<file path="src/design/first_fit_block_allocator_core_assert.svh">
// Assertion macros used by the allocator RTL.
// Needs nothing else; included by ffba_ctrl, which checks its own logic.
`ifndef FIRST_FIT_BLOCK_ALLOCATOR_CORE_ASSERT_SVH
`define FIRST_FIT_BLOCK_ALLOCATOR_CORE_ASSERT_SVH

// Consequent must hold in the same cycle as the antecedent.
`define FFBA_ASSERT_NOW(lbl, ck, rn, ante, cons, msg) \
	lbl: assert property (@(posedge ck) disable iff (!rn) (ante) |-> (cons)) else $error(msg);

// Consequent must hold in the cycle after the antecedent.
`define FFBA_ASSERT_NEXT(lbl, ck, rn, ante, cons, msg) \
	lbl: assert property (@(posedge ck) disable iff (!rn) (ante) |=> (cons)) else $error(msg);

`endif

</file>
<file path="src/design/ffba_pkg.sv">
// Package of the first-fit block allocator: constants, codes and types.
// No dependencies; used by ffba_ctrl and the top level.
package ffba_pkg;

	localparam int MAX_BLOCKS_DEF = 32;
	localparam int ADDR_WIDTH_DEF = 32;
	localparam int DATA_W = 32;
	localparam int SIZE_W = 24;
	localparam int HDR_W = 8;
	localparam int CFG_IDX_W = 2;

	localparam logic [DATA_W-1:0] HEAP_BASE_RST = 32'd0;
	localparam logic [HDR_W-1:0] HEADER_SIZE_RST = 8'd56;
	localparam logic [SIZE_W-1:0] COPY_THRESHOLD_RST = 24'd4096;
	localparam logic [SIZE_W-1:0] SIZE_MAX = 24'hFFFFFF;

	typedef enum logic [1:0] {
		OP_ALLOC = 2'd0,
		OP_FREE = 2'd1,
		OP_RESIZE = 2'd2
	} op_t;

	typedef enum logic [1:0] {
		ST_OK = 2'd0,
		ST_NOT_FOUND = 2'd1,
		ST_FULL = 2'd2
	} status_t;

	typedef enum logic [CFG_IDX_W-1:0] {
		CFG_HEAP_BASE = 2'd0,
		CFG_HEADER_SIZE = 2'd1,
		CFG_COPY_THRESHOLD = 2'd2
	} cfg_idx_t;

	typedef struct packed {
		logic [DATA_W-1:0] heap_base;
		logic [HDR_W-1:0] header_size;
		logic [SIZE_W-1:0] copy_threshold;
	} cfg_t;

	typedef enum logic [4:0] {
		S_IDLE,
		S_ALLOC_RD,
		S_ALLOC_CHK,
		S_APPEND,
		S_POST,
		S_LOC_RD,
		S_LOC_CHK,
		S_TRIM_RD,
		S_TRIM_CHK,
		S_RSZ_DEC,
		S_GROW_RD,
		S_GROW_CHK,
		S_GROW_END,
		S_DROP_RD,
		S_DROP_WR,
		S_GROW_FIN,
		S_INS_RD,
		S_INS_WR,
		S_OUT
	} state_t;

endpackage

</file>
<file path="src/design/ffba_if.sv">
// Request and response channel interfaces of the allocator.
// Depends on nothing; payload widths match the allocator fields.
interface ffba_req_if;
	logic valid;
	logic ready;
	logic [1:0] operation;
	logic [31:0] block_address;
	logic [23:0] request_size;

	modport source (output valid, output operation, output block_address,
		output request_size, input ready);
	modport sink (input valid, input operation, input block_address,
		input request_size, output ready);
endinterface

interface ffba_rsp_if;
	logic valid;
	logic ready;
	logic [31:0] result_address;
	logic [1:0] status;
	logic copy_needed;
	logic [31:0] copy_source;
	logic [23:0] copy_length;

	modport source (output valid, output result_address, output status,
		output copy_needed, output copy_source, output copy_length, input ready);
	modport sink (input valid, input result_address, input status,
		input copy_needed, input copy_source, input copy_length, output ready);
endinterface

</file>
<file path="src/design/ffba_table.sv">
// Block table memory: one write port, one read port with registered data.
// No dependencies.
module ffba_table #(
	parameter int DEPTH = 32,
	parameter int EW = 57,
	localparam int IW = $clog2(DEPTH)
) (
	input logic clk,
	input logic we,
	input logic [IW-1:0] waddr,
	input logic [EW-1:0] wdata,
	input logic [IW-1:0] raddr,
	output logic [EW-1:0] rdata
);

	logic [EW-1:0] mem [DEPTH];

	always_ff @(posedge clk) begin
		if (we) begin
			mem[waddr] <= wdata;
		end
		rdata <= mem[raddr];
	end

endmodule

</file>
<file path="src/design/ffba_ctrl.sv">
// Sequencer and shared datapath of the allocator: scans, shifts and edits the table.
// Depends on ffba_pkg, ffba_if and the assertion macro header.
`include "first_fit_block_allocator_core_assert.svh"

module ffba_ctrl #(
	parameter int MAX_BLOCKS = ffba_pkg::MAX_BLOCKS_DEF,
	parameter int ADDR_WIDTH = ffba_pkg::ADDR_WIDTH_DEF,
	localparam int IW = $clog2(MAX_BLOCKS),
	localparam int CW = $clog2(MAX_BLOCKS + 1),
	localparam int EW = ADDR_WIDTH + ffba_pkg::SIZE_W + 1
) (
	input logic clk,
	input logic arst_n,
	input ffba_pkg::cfg_t cfg,
	input logic base_wr,
	input logic [ffba_pkg::DATA_W-1:0] base_data,
	ffba_req_if.sink req,
	ffba_rsp_if.source rsp,
	output logic mem_we,
	output logic [IW-1:0] mem_waddr,
	output logic [EW-1:0] mem_wdata,
	output logic [IW-1:0] mem_raddr,
	input logic [EW-1:0] mem_rdata
);

	localparam int AW = ADDR_WIDTH;
	localparam int SW = ffba_pkg::SIZE_W;
	localparam int XW = (AW > ffba_pkg::DATA_W) ? AW : ffba_pkg::DATA_W;
	localparam int AVW = SW + CW + 1;

	ffba_pkg::state_t state_q, state_d;
	logic [CW-1:0] count_q;
	logic [AW-1:0] brk_q;

	logic [1:0] op_q;
	logic [31:0] addr_q;
	logic [SW-1:0] size_q;
	logic move_q, reloc_q;
	logic [CW-1:0] k_q, idx_q, j_q, n_q, ins_pos_q;
	logic [AW-1:0] ent_addr_q;
	logic [SW-1:0] ent_size_q;
	logic ent_free_q;
	logic [SW-1:0] old_q;
	logic [AVW-1:0] avail_q;
	logic [EW-1:0] ins_ent_q;
	logic [31:0] res_q, src_q;
	ffba_pkg::status_t st_q;
	logic copy_q;
	logic [SW-1:0] len_q;

	logic [AW-1:0] rd_addr;
	logic [SW-1:0] rd_size;
	logic rd_free;
	logic [AW-1:0] hdr_a;
	logic [9:0] hdr3;
	logic room, fit_a, split_a, split_r, match, last, over_thr, rem_big, drop_more;
	logic grow_more;
	logic [SW-1:0] spare_a, spare_r, avail_sat;
	logic [AVW-1:0] rem;
	logic [CW-1:0] km1, kpn, idx1, cm1;
	logic [CW:0] kpn_w;
	logic accept;

	assign rd_addr = mem_rdata[EW-1 -: AW];
	assign rd_size = mem_rdata[SW:1];
	assign rd_free = mem_rdata[0];
	assign hdr_a = AW'(cfg.header_size);
	assign hdr3 = {2'b00, cfg.header_size} + {1'b0, cfg.header_size, 1'b0};
	assign room = count_q < CW'(MAX_BLOCKS);
	assign fit_a = rd_free && (rd_size >= size_q);
	assign spare_a = rd_size - size_q;
	assign split_a = (spare_a > SW'(hdr3)) && room;
	assign spare_r = ent_size_q - size_q;
	assign split_r = (spare_r > SW'(hdr3)) && room;
	assign match = XW'(rd_addr) == XW'(addr_q);
	assign idx1 = idx_q + CW'(1);
	assign last = idx1 == count_q;
	assign over_thr = ent_size_q > cfg.copy_threshold;
	assign rem = avail_q - AVW'(size_q);
	assign rem_big = rem > AVW'(hdr3);
	assign avail_sat = (avail_q > AVW'(ffba_pkg::SIZE_MAX)) ? ffba_pkg::SIZE_MAX
		: avail_q[SW-1:0];
	assign km1 = k_q - CW'(1);
	assign cm1 = count_q - CW'(1);
	assign kpn_w = {1'b0, k_q} + {1'b0, n_q};
	assign kpn = kpn_w[CW-1:0];
	assign drop_more = kpn_w < {1'b0, count_q};
	assign grow_more = (avail_q < AVW'(size_q)) && (j_q < count_q);
	assign accept = req.valid && req.ready;

	// Next state.
	always_comb begin
		state_d = state_q;
		case (state_q)
			ffba_pkg::S_IDLE: begin
				if (accept) begin
					case (req.operation)
						ffba_pkg::OP_ALLOC: state_d = ffba_pkg::S_ALLOC_RD;
						ffba_pkg::OP_FREE: state_d = (req.block_address == '0)
							? ffba_pkg::S_OUT : ffba_pkg::S_LOC_RD;
						ffba_pkg::OP_RESIZE: state_d = (req.block_address == '0)
							? ffba_pkg::S_ALLOC_RD : ffba_pkg::S_LOC_RD;
						default: state_d = ffba_pkg::S_OUT;
					endcase
				end
			end
			ffba_pkg::S_ALLOC_RD: state_d = (k_q < count_q) ? ffba_pkg::S_ALLOC_CHK
				: ffba_pkg::S_APPEND;
			ffba_pkg::S_ALLOC_CHK: begin
				if (fit_a) begin
					state_d = split_a ? ffba_pkg::S_INS_RD : ffba_pkg::S_POST;
				end else begin
					state_d = ffba_pkg::S_ALLOC_RD;
				end
			end
			ffba_pkg::S_APPEND: state_d = room ? ffba_pkg::S_POST : ffba_pkg::S_OUT;
			ffba_pkg::S_POST: state_d = move_q ? ffba_pkg::S_LOC_RD : ffba_pkg::S_OUT;
			ffba_pkg::S_LOC_RD: state_d = (k_q < count_q) ? ffba_pkg::S_LOC_CHK
				: ffba_pkg::S_OUT;
			ffba_pkg::S_LOC_CHK: begin
				if (!match) begin
					state_d = ffba_pkg::S_LOC_RD;
				end else if (reloc_q) begin
					state_d = ffba_pkg::S_OUT;
				end else if (op_q == ffba_pkg::OP_FREE) begin
					state_d = ffba_pkg::S_TRIM_RD;
				end else begin
					state_d = ffba_pkg::S_RSZ_DEC;
				end
			end
			ffba_pkg::S_TRIM_RD: state_d = (count_q == '0) ? ffba_pkg::S_OUT
				: ffba_pkg::S_TRIM_CHK;
			ffba_pkg::S_TRIM_CHK: state_d = rd_free ? ffba_pkg::S_TRIM_RD : ffba_pkg::S_OUT;
			ffba_pkg::S_RSZ_DEC: begin
				if (size_q <= ent_size_q) begin
					state_d = split_r ? ffba_pkg::S_INS_RD : ffba_pkg::S_OUT;
				end else if (over_thr) begin
					state_d = last ? ffba_pkg::S_OUT : ffba_pkg::S_GROW_RD;
				end else begin
					state_d = ffba_pkg::S_ALLOC_RD;
				end
			end
			ffba_pkg::S_GROW_RD: state_d = grow_more ? ffba_pkg::S_GROW_CHK
				: ffba_pkg::S_GROW_END;
			ffba_pkg::S_GROW_CHK: state_d = rd_free ? ffba_pkg::S_GROW_RD
				: ffba_pkg::S_GROW_END;
			ffba_pkg::S_GROW_END: state_d = (avail_q < AVW'(size_q)) ? ffba_pkg::S_ALLOC_RD
				: ffba_pkg::S_DROP_RD;
			ffba_pkg::S_DROP_RD: state_d = drop_more ? ffba_pkg::S_DROP_WR
				: ffba_pkg::S_GROW_FIN;
			ffba_pkg::S_DROP_WR: state_d = ffba_pkg::S_DROP_RD;
			ffba_pkg::S_GROW_FIN: state_d = rem_big ? ffba_pkg::S_INS_RD : ffba_pkg::S_OUT;
			ffba_pkg::S_INS_RD: state_d = (k_q > ins_pos_q) ? ffba_pkg::S_INS_WR
				: ffba_pkg::S_POST;
			ffba_pkg::S_INS_WR: state_d = ffba_pkg::S_INS_RD;
			ffba_pkg::S_OUT: state_d = rsp.ready ? ffba_pkg::S_IDLE : ffba_pkg::S_OUT;
			default: state_d = ffba_pkg::S_IDLE;
		endcase
	end

	// Table port and handshake outputs.
	always_comb begin
		mem_we = 1'b0;
		mem_waddr = '0;
		mem_wdata = '0;
		mem_raddr = '0;
		case (state_q)
			ffba_pkg::S_ALLOC_RD: mem_raddr = k_q[IW-1:0];
			ffba_pkg::S_ALLOC_CHK: begin
				mem_we = fit_a;
				mem_waddr = k_q[IW-1:0];
				mem_wdata = {rd_addr, split_a ? size_q : rd_size, 1'b0};
			end
			ffba_pkg::S_APPEND: begin
				mem_we = room;
				mem_waddr = count_q[IW-1:0];
				mem_wdata = {brk_q + hdr_a, size_q, 1'b0};
			end
			ffba_pkg::S_LOC_RD: mem_raddr = k_q[IW-1:0];
			ffba_pkg::S_LOC_CHK: begin
				mem_we = match && (reloc_q || op_q == ffba_pkg::OP_FREE);
				mem_waddr = k_q[IW-1:0];
				mem_wdata = {rd_addr, rd_size, 1'b1};
			end
			ffba_pkg::S_TRIM_RD: mem_raddr = cm1[IW-1:0];
			ffba_pkg::S_RSZ_DEC: begin
				mem_we = (size_q <= ent_size_q) ? split_r : (over_thr && last);
				mem_waddr = idx_q[IW-1:0];
				mem_wdata = {ent_addr_q, size_q, ent_free_q};
			end
			ffba_pkg::S_GROW_RD: mem_raddr = j_q[IW-1:0];
			ffba_pkg::S_DROP_RD: mem_raddr = kpn[IW-1:0];
			ffba_pkg::S_DROP_WR: begin
				mem_we = 1'b1;
				mem_waddr = k_q[IW-1:0];
				mem_wdata = mem_rdata;
			end
			ffba_pkg::S_GROW_FIN: begin
				mem_we = 1'b1;
				mem_waddr = idx_q[IW-1:0];
				mem_wdata = {ent_addr_q, rem_big ? size_q : avail_sat, ent_free_q};
			end
			ffba_pkg::S_INS_RD: begin
				mem_raddr = km1[IW-1:0];
				mem_we = !(k_q > ins_pos_q);
				mem_waddr = ins_pos_q[IW-1:0];
				mem_wdata = ins_ent_q;
			end
			ffba_pkg::S_INS_WR: begin
				mem_we = 1'b1;
				mem_waddr = k_q[IW-1:0];
				mem_wdata = mem_rdata;
			end
			default: ;
		endcase
	end

	assign req.ready = state_q == ffba_pkg::S_IDLE;
	assign rsp.valid = state_q == ffba_pkg::S_OUT;
	assign rsp.result_address = res_q;
	assign rsp.status = st_q;
	assign rsp.copy_needed = copy_q;
	assign rsp.copy_source = src_q;
	assign rsp.copy_length = len_q;

	// Control state: sequencer, entry count and break pointer.
	always_ff @(posedge clk or negedge arst_n) begin
		if (!arst_n) begin
			state_q <= ffba_pkg::S_IDLE;
			count_q <= '0;
			brk_q <= AW'(ffba_pkg::HEAP_BASE_RST);
		end else begin
			state_q <= state_d;
			case (state_q)
				ffba_pkg::S_IDLE: begin
					if (base_wr && count_q == '0) begin
						brk_q <= AW'(base_data);
					end
				end
				ffba_pkg::S_APPEND: begin
					if (room) begin
						count_q <= count_q + CW'(1);
						brk_q <= brk_q + hdr_a + AW'(size_q);
					end
				end
				ffba_pkg::S_TRIM_CHK: begin
					if (rd_free) begin
						count_q <= cm1;
						brk_q <= rd_addr - hdr_a;
					end
				end
				ffba_pkg::S_RSZ_DEC: begin
					if (size_q > ent_size_q && over_thr && last) begin
						brk_q <= ent_addr_q + AW'(size_q);
					end
				end
				ffba_pkg::S_DROP_RD: begin
					if (!drop_more) begin
						count_q <= count_q - n_q;
					end
				end
				ffba_pkg::S_INS_RD: begin
					if (!(k_q > ins_pos_q)) begin
						count_q <= count_q + CW'(1);
					end
				end
				default: ;
			endcase
		end
	end

	// Working registers of the current item.
	always_ff @(posedge clk) begin
		case (state_q)
			ffba_pkg::S_IDLE: begin
				if (accept) begin
					op_q <= req.operation;
					addr_q <= req.block_address;
					size_q <= req.request_size;
					move_q <= 1'b0;
					reloc_q <= 1'b0;
					k_q <= '0;
					res_q <= '0;
					st_q <= ffba_pkg::ST_OK;
					copy_q <= 1'b0;
					src_q <= '0;
					len_q <= '0;
					old_q <= '0;
				end
			end
			ffba_pkg::S_ALLOC_CHK: begin
				if (fit_a) begin
					res_q <= 32'(XW'(rd_addr));
					ins_pos_q <= k_q + CW'(1);
					ins_ent_q <= {rd_addr + AW'(size_q) + hdr_a, spare_a - SW'(cfg.header_size),
						1'b1};
					k_q <= count_q;
				end else begin
					k_q <= k_q + CW'(1);
				end
			end
			ffba_pkg::S_APPEND: begin
				if (room) begin
					res_q <= 32'(XW'(brk_q + hdr_a));
				end else begin
					st_q <= ffba_pkg::ST_FULL;
				end
			end
			ffba_pkg::S_POST: begin
				if (move_q) begin
					copy_q <= 1'b1;
					src_q <= addr_q;
					len_q <= (old_q < size_q) ? old_q : size_q;
					reloc_q <= 1'b1;
					k_q <= '0;
				end
			end
			ffba_pkg::S_LOC_RD: begin
				if (!(k_q < count_q) && !reloc_q) begin
					st_q <= ffba_pkg::ST_NOT_FOUND;
				end
			end
			ffba_pkg::S_LOC_CHK: begin
				if (match) begin
					idx_q <= k_q;
					ent_addr_q <= rd_addr;
					ent_size_q <= rd_size;
					ent_free_q <= rd_free;
				end else begin
					k_q <= k_q + CW'(1);
				end
			end
			ffba_pkg::S_RSZ_DEC: begin
				old_q <= ent_size_q;
				avail_q <= AVW'(ent_size_q);
				j_q <= idx1;
				// A shrink or a grow in place never moves the block.
				if (size_q <= ent_size_q) begin
					move_q <= 1'b0;
					res_q <= addr_q;
					ins_pos_q <= idx1;
					ins_ent_q <= {ent_addr_q + AW'(size_q) + hdr_a,
						spare_r - SW'(cfg.header_size), 1'b1};
					k_q <= count_q;
				end else if (over_thr && last) begin
					move_q <= 1'b0;
					res_q <= addr_q;
					k_q <= '0;
				end else begin
					move_q <= 1'b1;
					k_q <= '0;
				end
			end
			ffba_pkg::S_GROW_CHK: begin
				if (rd_free) begin
					avail_q <= avail_q + AVW'(cfg.header_size) + AVW'(rd_size);
					j_q <= j_q + CW'(1);
				end
			end
			ffba_pkg::S_GROW_END: begin
				n_q <= j_q - idx1;
				if (avail_q < AVW'(size_q)) begin
					k_q <= '0;
				end else begin
					k_q <= idx1;
				end
			end
			ffba_pkg::S_DROP_WR: k_q <= k_q + CW'(1);
			ffba_pkg::S_GROW_FIN: begin
				res_q <= addr_q;
				move_q <= 1'b0;
				ins_pos_q <= idx1;
				ins_ent_q <= {ent_addr_q + AW'(size_q) + hdr_a,
					SW'(rem - AVW'(cfg.header_size)), 1'b1};
				k_q <= count_q;
			end
			ffba_pkg::S_INS_WR: k_q <= km1;
			default: ;
		endcase
	end

	`FFBA_ASSERT_NOW(a_count_bound, clk, arst_n, 1'b1, count_q <= CW'(MAX_BLOCKS), "entry count above table depth")
	`FFBA_ASSERT_NOW(a_write_bound, clk, arst_n, mem_we, CW'(mem_waddr) < CW'(MAX_BLOCKS), "table write beyond depth")
	`FFBA_ASSERT_NOW(a_full_status, clk, arst_n, rsp.valid && rsp.status == ffba_pkg::ST_FULL, count_q == CW'(MAX_BLOCKS), "full status with free table rows")
	`FFBA_ASSERT_NOW(a_copy_ok, clk, arst_n, rsp.valid && rsp.copy_needed, rsp.status == ffba_pkg::ST_OK, "copy reported on a failed request")
	`FFBA_ASSERT_NEXT(a_busy_after_accept, clk, arst_n, accept, !req.ready, "ready again right after an item was taken")

endmodule

</file>
<file path="src/design/first_fit_block_allocator_core.sv">
// Top level of the first-fit block allocator: configuration registers and wiring.
// Depends on ffba_pkg, ffba_if, ffba_table and ffba_ctrl.
//
// Requests arrive on the req channel (allocate, free or resize) and each item
// produces exactly one result item on the rsp channel. The block handles one
// item at a time: req.ready is high only while the sequencer is idle, and it
// stays low until the result has been taken on rsp.
// Timing depends on the table contents. A table scan reads one entry at a time
// because the table memory has one read port with registered read data; every
// insert or removal shifts entries one at a time as well. A free scans the
// table for the block and then trims free entries from the tail; a resize that
// moves the block scans the table up to three times and shifts it once.
// The result is held in registers while rsp.valid is high; if the receiver
// stalls, the block simply waits with its state unchanged.
// Reset clears the entry count and loads the break pointer with the reset heap
// base; table rows need no clearing since only rows below the count are read.
// Configuration writes on cfg_we/cfg_index/cfg_data take effect at once and
// must only come while the block is idle; a heap base write with an empty
// table also moves the break pointer.
module first_fit_block_allocator_core #(
	parameter int MAX_BLOCKS = ffba_pkg::MAX_BLOCKS_DEF,
	parameter int ADDR_WIDTH = ffba_pkg::ADDR_WIDTH_DEF
) (
	input logic clk,
	input logic arst_n,
	ffba_req_if.sink req,
	ffba_rsp_if.source rsp,
	input logic cfg_we,
	input logic [ffba_pkg::CFG_IDX_W-1:0] cfg_index,
	input logic [ffba_pkg::DATA_W-1:0] cfg_data
);

	localparam int IW = $clog2(MAX_BLOCKS);
	localparam int EW = ADDR_WIDTH + ffba_pkg::SIZE_W + 1;

	ffba_pkg::cfg_t cfg_q;
	logic base_wr;
	logic mem_we;
	logic [IW-1:0] mem_waddr, mem_raddr;
	logic [EW-1:0] mem_wdata, mem_rdata;

	// Configuration registers; codes beyond the list are ignored.
	always_ff @(posedge clk or negedge arst_n) begin
		if (!arst_n) begin
			cfg_q.heap_base <= ffba_pkg::HEAP_BASE_RST;
			cfg_q.header_size <= ffba_pkg::HEADER_SIZE_RST;
			cfg_q.copy_threshold <= ffba_pkg::COPY_THRESHOLD_RST;
		end else if (cfg_we) begin
			case (cfg_index)
				ffba_pkg::CFG_HEAP_BASE: cfg_q.heap_base <= cfg_data;
				ffba_pkg::CFG_HEADER_SIZE: cfg_q.header_size <= cfg_data[ffba_pkg::HDR_W-1:0];
				ffba_pkg::CFG_COPY_THRESHOLD:
					cfg_q.copy_threshold <= cfg_data[ffba_pkg::SIZE_W-1:0];
				default: ;
			endcase
		end
	end

	// The sequencer reloads the break pointer when the heap base changes
	// while the table is empty.
	assign base_wr = cfg_we && (cfg_index == ffba_pkg::CFG_HEAP_BASE);

	ffba_ctrl #(
		.MAX_BLOCKS(MAX_BLOCKS),
		.ADDR_WIDTH(ADDR_WIDTH)
	) u_ctrl (
		.clk(clk),
		.arst_n(arst_n),
		.cfg(cfg_q),
		.base_wr(base_wr),
		.base_data(cfg_data),
		.req(req),
		.rsp(rsp),
		.mem_we(mem_we),
		.mem_waddr(mem_waddr),
		.mem_wdata(mem_wdata),
		.mem_raddr(mem_raddr),
		.mem_rdata(mem_rdata)
	);

	ffba_table #(
		.DEPTH(MAX_BLOCKS),
		.EW(EW)
	) u_table (
		.clk(clk),
		.we(mem_we),
		.waddr(mem_waddr),
		.wdata(mem_wdata),
		.raddr(mem_raddr),
		.rdata(mem_rdata)
	);

endmodule
</file>
<file path="src/flat_wrapper.sv">
// flat-port wrapper written by rule: the top's interface ports become plain ports
module first_fit_block_allocator_core_flat 
#(
	parameter int MAX_BLOCKS = ffba_pkg::MAX_BLOCKS_DEF,
	parameter int ADDR_WIDTH = ffba_pkg::ADDR_WIDTH_DEF
)
  (clk, arst_n, cfg_we, cfg_index, cfg_data, req_valid, req_operation, req_block_address, req_request_size, req_ready, rsp_valid, rsp_result_address, rsp_status, rsp_copy_needed, rsp_copy_source, rsp_copy_length, rsp_ready);
  ffba_req_if req_i ();
  ffba_rsp_if rsp_i ();
  input logic clk;
  input logic arst_n;
  input logic cfg_we;
  input logic [ffba_pkg::CFG_IDX_W-1:0] cfg_index;
  input logic [ffba_pkg::DATA_W-1:0] cfg_data;
  input wire logic [$bits(req_i.valid)-1:0] req_valid;
  input wire logic [$bits(req_i.operation)-1:0] req_operation;
  input wire logic [$bits(req_i.block_address)-1:0] req_block_address;
  input wire logic [$bits(req_i.request_size)-1:0] req_request_size;
  output wire logic [$bits(req_i.ready)-1:0] req_ready;
  output wire logic [$bits(rsp_i.valid)-1:0] rsp_valid;
  output wire logic [$bits(rsp_i.result_address)-1:0] rsp_result_address;
  output wire logic [$bits(rsp_i.status)-1:0] rsp_status;
  output wire logic [$bits(rsp_i.copy_needed)-1:0] rsp_copy_needed;
  output wire logic [$bits(rsp_i.copy_source)-1:0] rsp_copy_source;
  output wire logic [$bits(rsp_i.copy_length)-1:0] rsp_copy_length;
  input wire logic [$bits(rsp_i.ready)-1:0] rsp_ready;
  assign req_i.valid = req_valid;
  assign req_i.operation = req_operation;
  assign req_i.block_address = req_block_address;
  assign req_i.request_size = req_request_size;
  assign req_ready = req_i.ready;
  assign rsp_valid = rsp_i.valid;
  assign rsp_result_address = rsp_i.result_address;
  assign rsp_status = rsp_i.status;
  assign rsp_copy_needed = rsp_i.copy_needed;
  assign rsp_copy_source = rsp_i.copy_source;
  assign rsp_copy_length = rsp_i.copy_length;
  assign rsp_i.ready = rsp_ready;
  first_fit_block_allocator_core #(.MAX_BLOCKS(MAX_BLOCKS), .ADDR_WIDTH(ADDR_WIDTH)) u_core (.clk(clk), .arst_n(arst_n), .req(req_i), .rsp(rsp_i), .cfg_we(cfg_we), .cfg_index(cfg_index), .cfg_data(cfg_data));
endmodule
</file>
<file path="config.mk">
export PLATFORM = sky130hd
export DESIGN_NAME = first_fit_block_allocator_core_flat
export DESIGN_NICKNAME = d
export VERILOG_FILES = /design/src/design/ffba_pkg.sv /design/src/design/ffba_if.sv /design/src/design/ffba_table.sv /design/src/design/ffba_ctrl.sv /design/src/design/first_fit_block_allocator_core.sv /design/src/flat_wrapper.sv
export VERILOG_INCLUDE_DIRS = /design/src /design/src/design
export SDC_FILE = /design/constraint.sdc
export NUM_CORES = 2
export LEC_CHECK = 0
export ABC_AREA = 1
export ABC_CLOCK_PERIOD_IN_PS = 7900
export BUFFER_PORTS_ARGS = -buffer_cell sky130_fd_sc_hd__buf_2
export CORE_ASPECT_RATIO = 0.9
export CORE_UTILIZATION = 57
export CTS_CLUSTER_SIZE = 14
export DETAILED_ROUTE_END_ITERATION = 10
export PLACE_DENSITY = 0.76
export SYNTH_ARGS = -nofsm -noshare
export SYNTH_HDL_FRONTEND = slang
export SYNTH_HIERARCHICAL = 1
export SYNTH_SLANG_ARGS = --single-unit
</file>
<file path="constraint.sdc">
create_clock -name clk -period 7.9 [get_ports clk]
set_clock_uncertainty 0.1 [all_clocks]
set_input_delay 0.395 -clock clk [delete_from_list [all_inputs] [get_ports clk]]
set_output_delay 0.395 -clock clk [all_outputs]
set_load 0.01 [all_outputs]
</file>
==> metrics.txt <==
die extent in x=475 um; number of global-route vias before repair=88900; cells after synthesis=12000; Core Rows=155; busiest grt layer=met2; Pwr Total=52.7 mW; Final Hold Violating Endpoints=0; DRC violations left=0; Post-Route WL=409000 um; Max stage delay on crit path=0.91 ns; CP most frequent cell=nand2_1; Initial Utilization=57.6%; MaxCap Viol Count=0; Max FO, Critical Path=32; Synth Cell Area=0.115 mm^2; Root Driver=clkbuf_16; CTS max path bufs=3; crit path buf inv count=4; outcome=completed; RSZ-0062 raised after global routing=no; critical path data arrival time=6.56 ns; syn_area_per_cell=9.60 um^2; HP Class=in2reg; VDD IR-drop max=0.466 mV; initial antenna violation count=15; max-slew violation count=0; worst-path cell chain=inv_1 > ha_1 > nand2_1 > inv_2 > nand2_1 > inv_2 > nand2_1 > nand2_1 > xor2_1 > ha_1 > nand2_1 > or3_1 > nor3_1 > nand3_2 > buf_4 > nand2_4 > nand2_1 > nand3_1 > nand3_1; Routed WL per cell=27.2 um; Vias/cell=6.26; critical path's slowest cell=nand3_1; final setup TNS=0 ns; Startpoint Class=register; Iteration-0 DRC Markers=13800; placed cell count=14500; M3 GR Usage=7.10%; clk sinks=2304; die height=428 um; met1 Usage GRT=53.9%; TritonRoute pass-1 iters=9; CP Class=reg2reg; Layout area overhead=11.1%; fmax=156 MHz; Final nets=12600; IO buf count=189; Antenna Nets Post-Route=0; Num CTS Buffers=221; Worst-path clk slew=0.07 ns; routability cong.=1.04; kind of cell adding the most delay to the critical path=simple AND/OR/NAND/NOR gates; Lkg Pwr=51.5 nW; H-tree Lvls=4; fill cell count=15700; DP Wirelength=268000 um; worst-margin pin slew=1.50 ns; pin count of the biggest net entering global routing=190; Mapped Nets=12500; met2 Track Usage GR=60.0%; first-pass GRT wire length=589000 um; Ports=190; Pwr Density=413 mW/mm^2; post-route insts no fill=15000; Clock Latency Late Sink=0.89 ns; share of post-route cells with drive strength above 1=7.57%; GR Util All Layers=39.6%; critical path capture point type=register; Synthesis Warnings=6; die area=0.203 mm^2; total number of vias=94000; total grt overflow=0; setup violators final=0; TritonCTS clock tree=built; minimum clock period=6.43 ns; area of the core=0.199 mm^2; Critical Path RT=8.04 ns; max_slew headroom=0.0306%; crit share post-route=81.3%
[where the power goes]
part,leakage (nW),switching (mW),total (mW),internal [mW]
Combinational,26.5,18.1,24.5,6.31
Clock,3.62,4.78,10.8,6.06
Sequential,21.4,1.03,17.4,16.3
Total,51.5,23.9,52.7,28.7
[worst reg2reg max path, cell delays in order (launching register included)]
cell,delay (ns)
edfxtp_1,0.53
inv_1,0.58
ha_1,0.42
nand2_1,0.22
inv_2,0.06
nand2_1,0.19
inv_2,0.05
nand2_1,0.06
nand2_1,0.22
xor2_1,0.28
ha_1,0.36
nand2_1,0.05
or3_1,0.41
nor3_1,0.43
nand3_2,0.11
buf_4,0.27
nand2_4,0.38
nand2_1,0.10
nand3_1,0.08
nand3_1,0.91
[sequential cells by signal, indices dropped and copies added (netlist names), 5 cells and up]
name	flops
u_core/cfg_q	32
u_core/u_ctrl/ins_pos_q	6
u_core/u_ctrl/count_q	6
u_core/u_ctrl/rsp.copy_source	32
u_core/u_ctrl/brk_q	32
u_core/u_ctrl/ins_ent_q	56
u_core/u_table/mem	1824
u_core/u_ctrl/ent_addr_q	32
u_core/u_ctrl/rsp.copy_length	24
u_core/u_ctrl/k_q	6
u_core/u_ctrl/rsp.result_address	32
u_core/u_ctrl/n_q	6
u_core/u_table/rdata	57
u_core/u_ctrl/state_q	5
u_core/u_ctrl/avail_q	31
u_core/u_ctrl/j_q	6
u_core/u_ctrl/addr_q	32
u_core/u_ctrl/ent_size_q	24
u_core/u_ctrl/idx_q	6
u_core/u_ctrl/old_q	24
u_core/u_ctrl/size_q	24
[metal layers]
layer	vias up	wire [um]
li1	41400	-
met3	1249	44000
met5	-	121
met2	6467	182000
met1	44800	156000
met4	18	26200
[final cells by class]
class	count	area [um^2]	share of cell area [%]
clock inverters	117	1290	1.01
inverters	794	3010	2.36
diodes	10	25.0	0.0196
multi-input cells	8355	41800	32.8
well taps	2669	3340	2.62
clock buffers	294	6120	4.80
flip-flops and latches	2304	68200	53.5
repair buffers	477	3790	2.97
[repair_timing]
item	CTS	global route
gates resized for setup	0	0
hold buffers	102	0
endpoints found under the hold margin	191	0
setup buffers	0	0
[worst paths after layout]
kind	from	end	slack (ns)	depth (start not counted)
worst max-delay path	u_core/u_ctrl/size_q[5]$_DFFE_PP_	u_core/u_table/mem[24][20]$_DFFE_PP_	1.47	19
max in group asynchronous	arst_n	u_core/cfg_q[19]$_DFFE_PN0P_	6.03	4
worst max register to register	u_core/u_ctrl/size_q[5]$_DFFE_PP_	u_core/u_table/mem[24][20]$_DFFE_PP_	1.47	19
worst min-delay path	cfg_data[30]	u_core/u_ctrl/brk_q[30]$_DFFE_PN0P_	0.1	7
worst min register to register	u_core/cfg_q[12]$_DFFE_PN1P_	u_core/cfg_q[12]$_DFFE_PN1P_	0.36	2
min in group asynchronous	arst_n	u_core/cfg_q[12]$_DFFE_PN1P_	0.51	3
[placed cells by master (no fill, tap or decap), drive strengths merged, types with 25 or more instances in the layout]
master and count:
nor2 652, dfrtp 71, clkbuf 294, o211ai 32
nor3 80, inv 800, a221oi 27, nand2 4128
edfxtp 2172, xor2 124, dlygate4sd3 102, dfxtp 57
buf 375, xnor2 25, fa 31, clkinv 88
o2111ai 44, o221ai 37, o21ai 297, nand4 135
or2 29, ha 360, a21oi 364, nand3 1822
[metrics by stage]
stage / hold WS (ns) / utilization, % / area, um^2 / setup WS, ns
finish: 0.0966 / 64.0 / 128000 / 1.47
CTS: 0.0204 / 64.0 / 128000 / 1.57
detailed placement: 0.175 / 59.8 / 119000 / 1.60
global route: 0.0990 / 64.0 / 128000 / 1.09
global placement: 0.168 / 59.8 / 119000 / 1.62
floorplan: -0.000591 / - / 115000 / 0.366
Power figures use the tool's default switching activity.
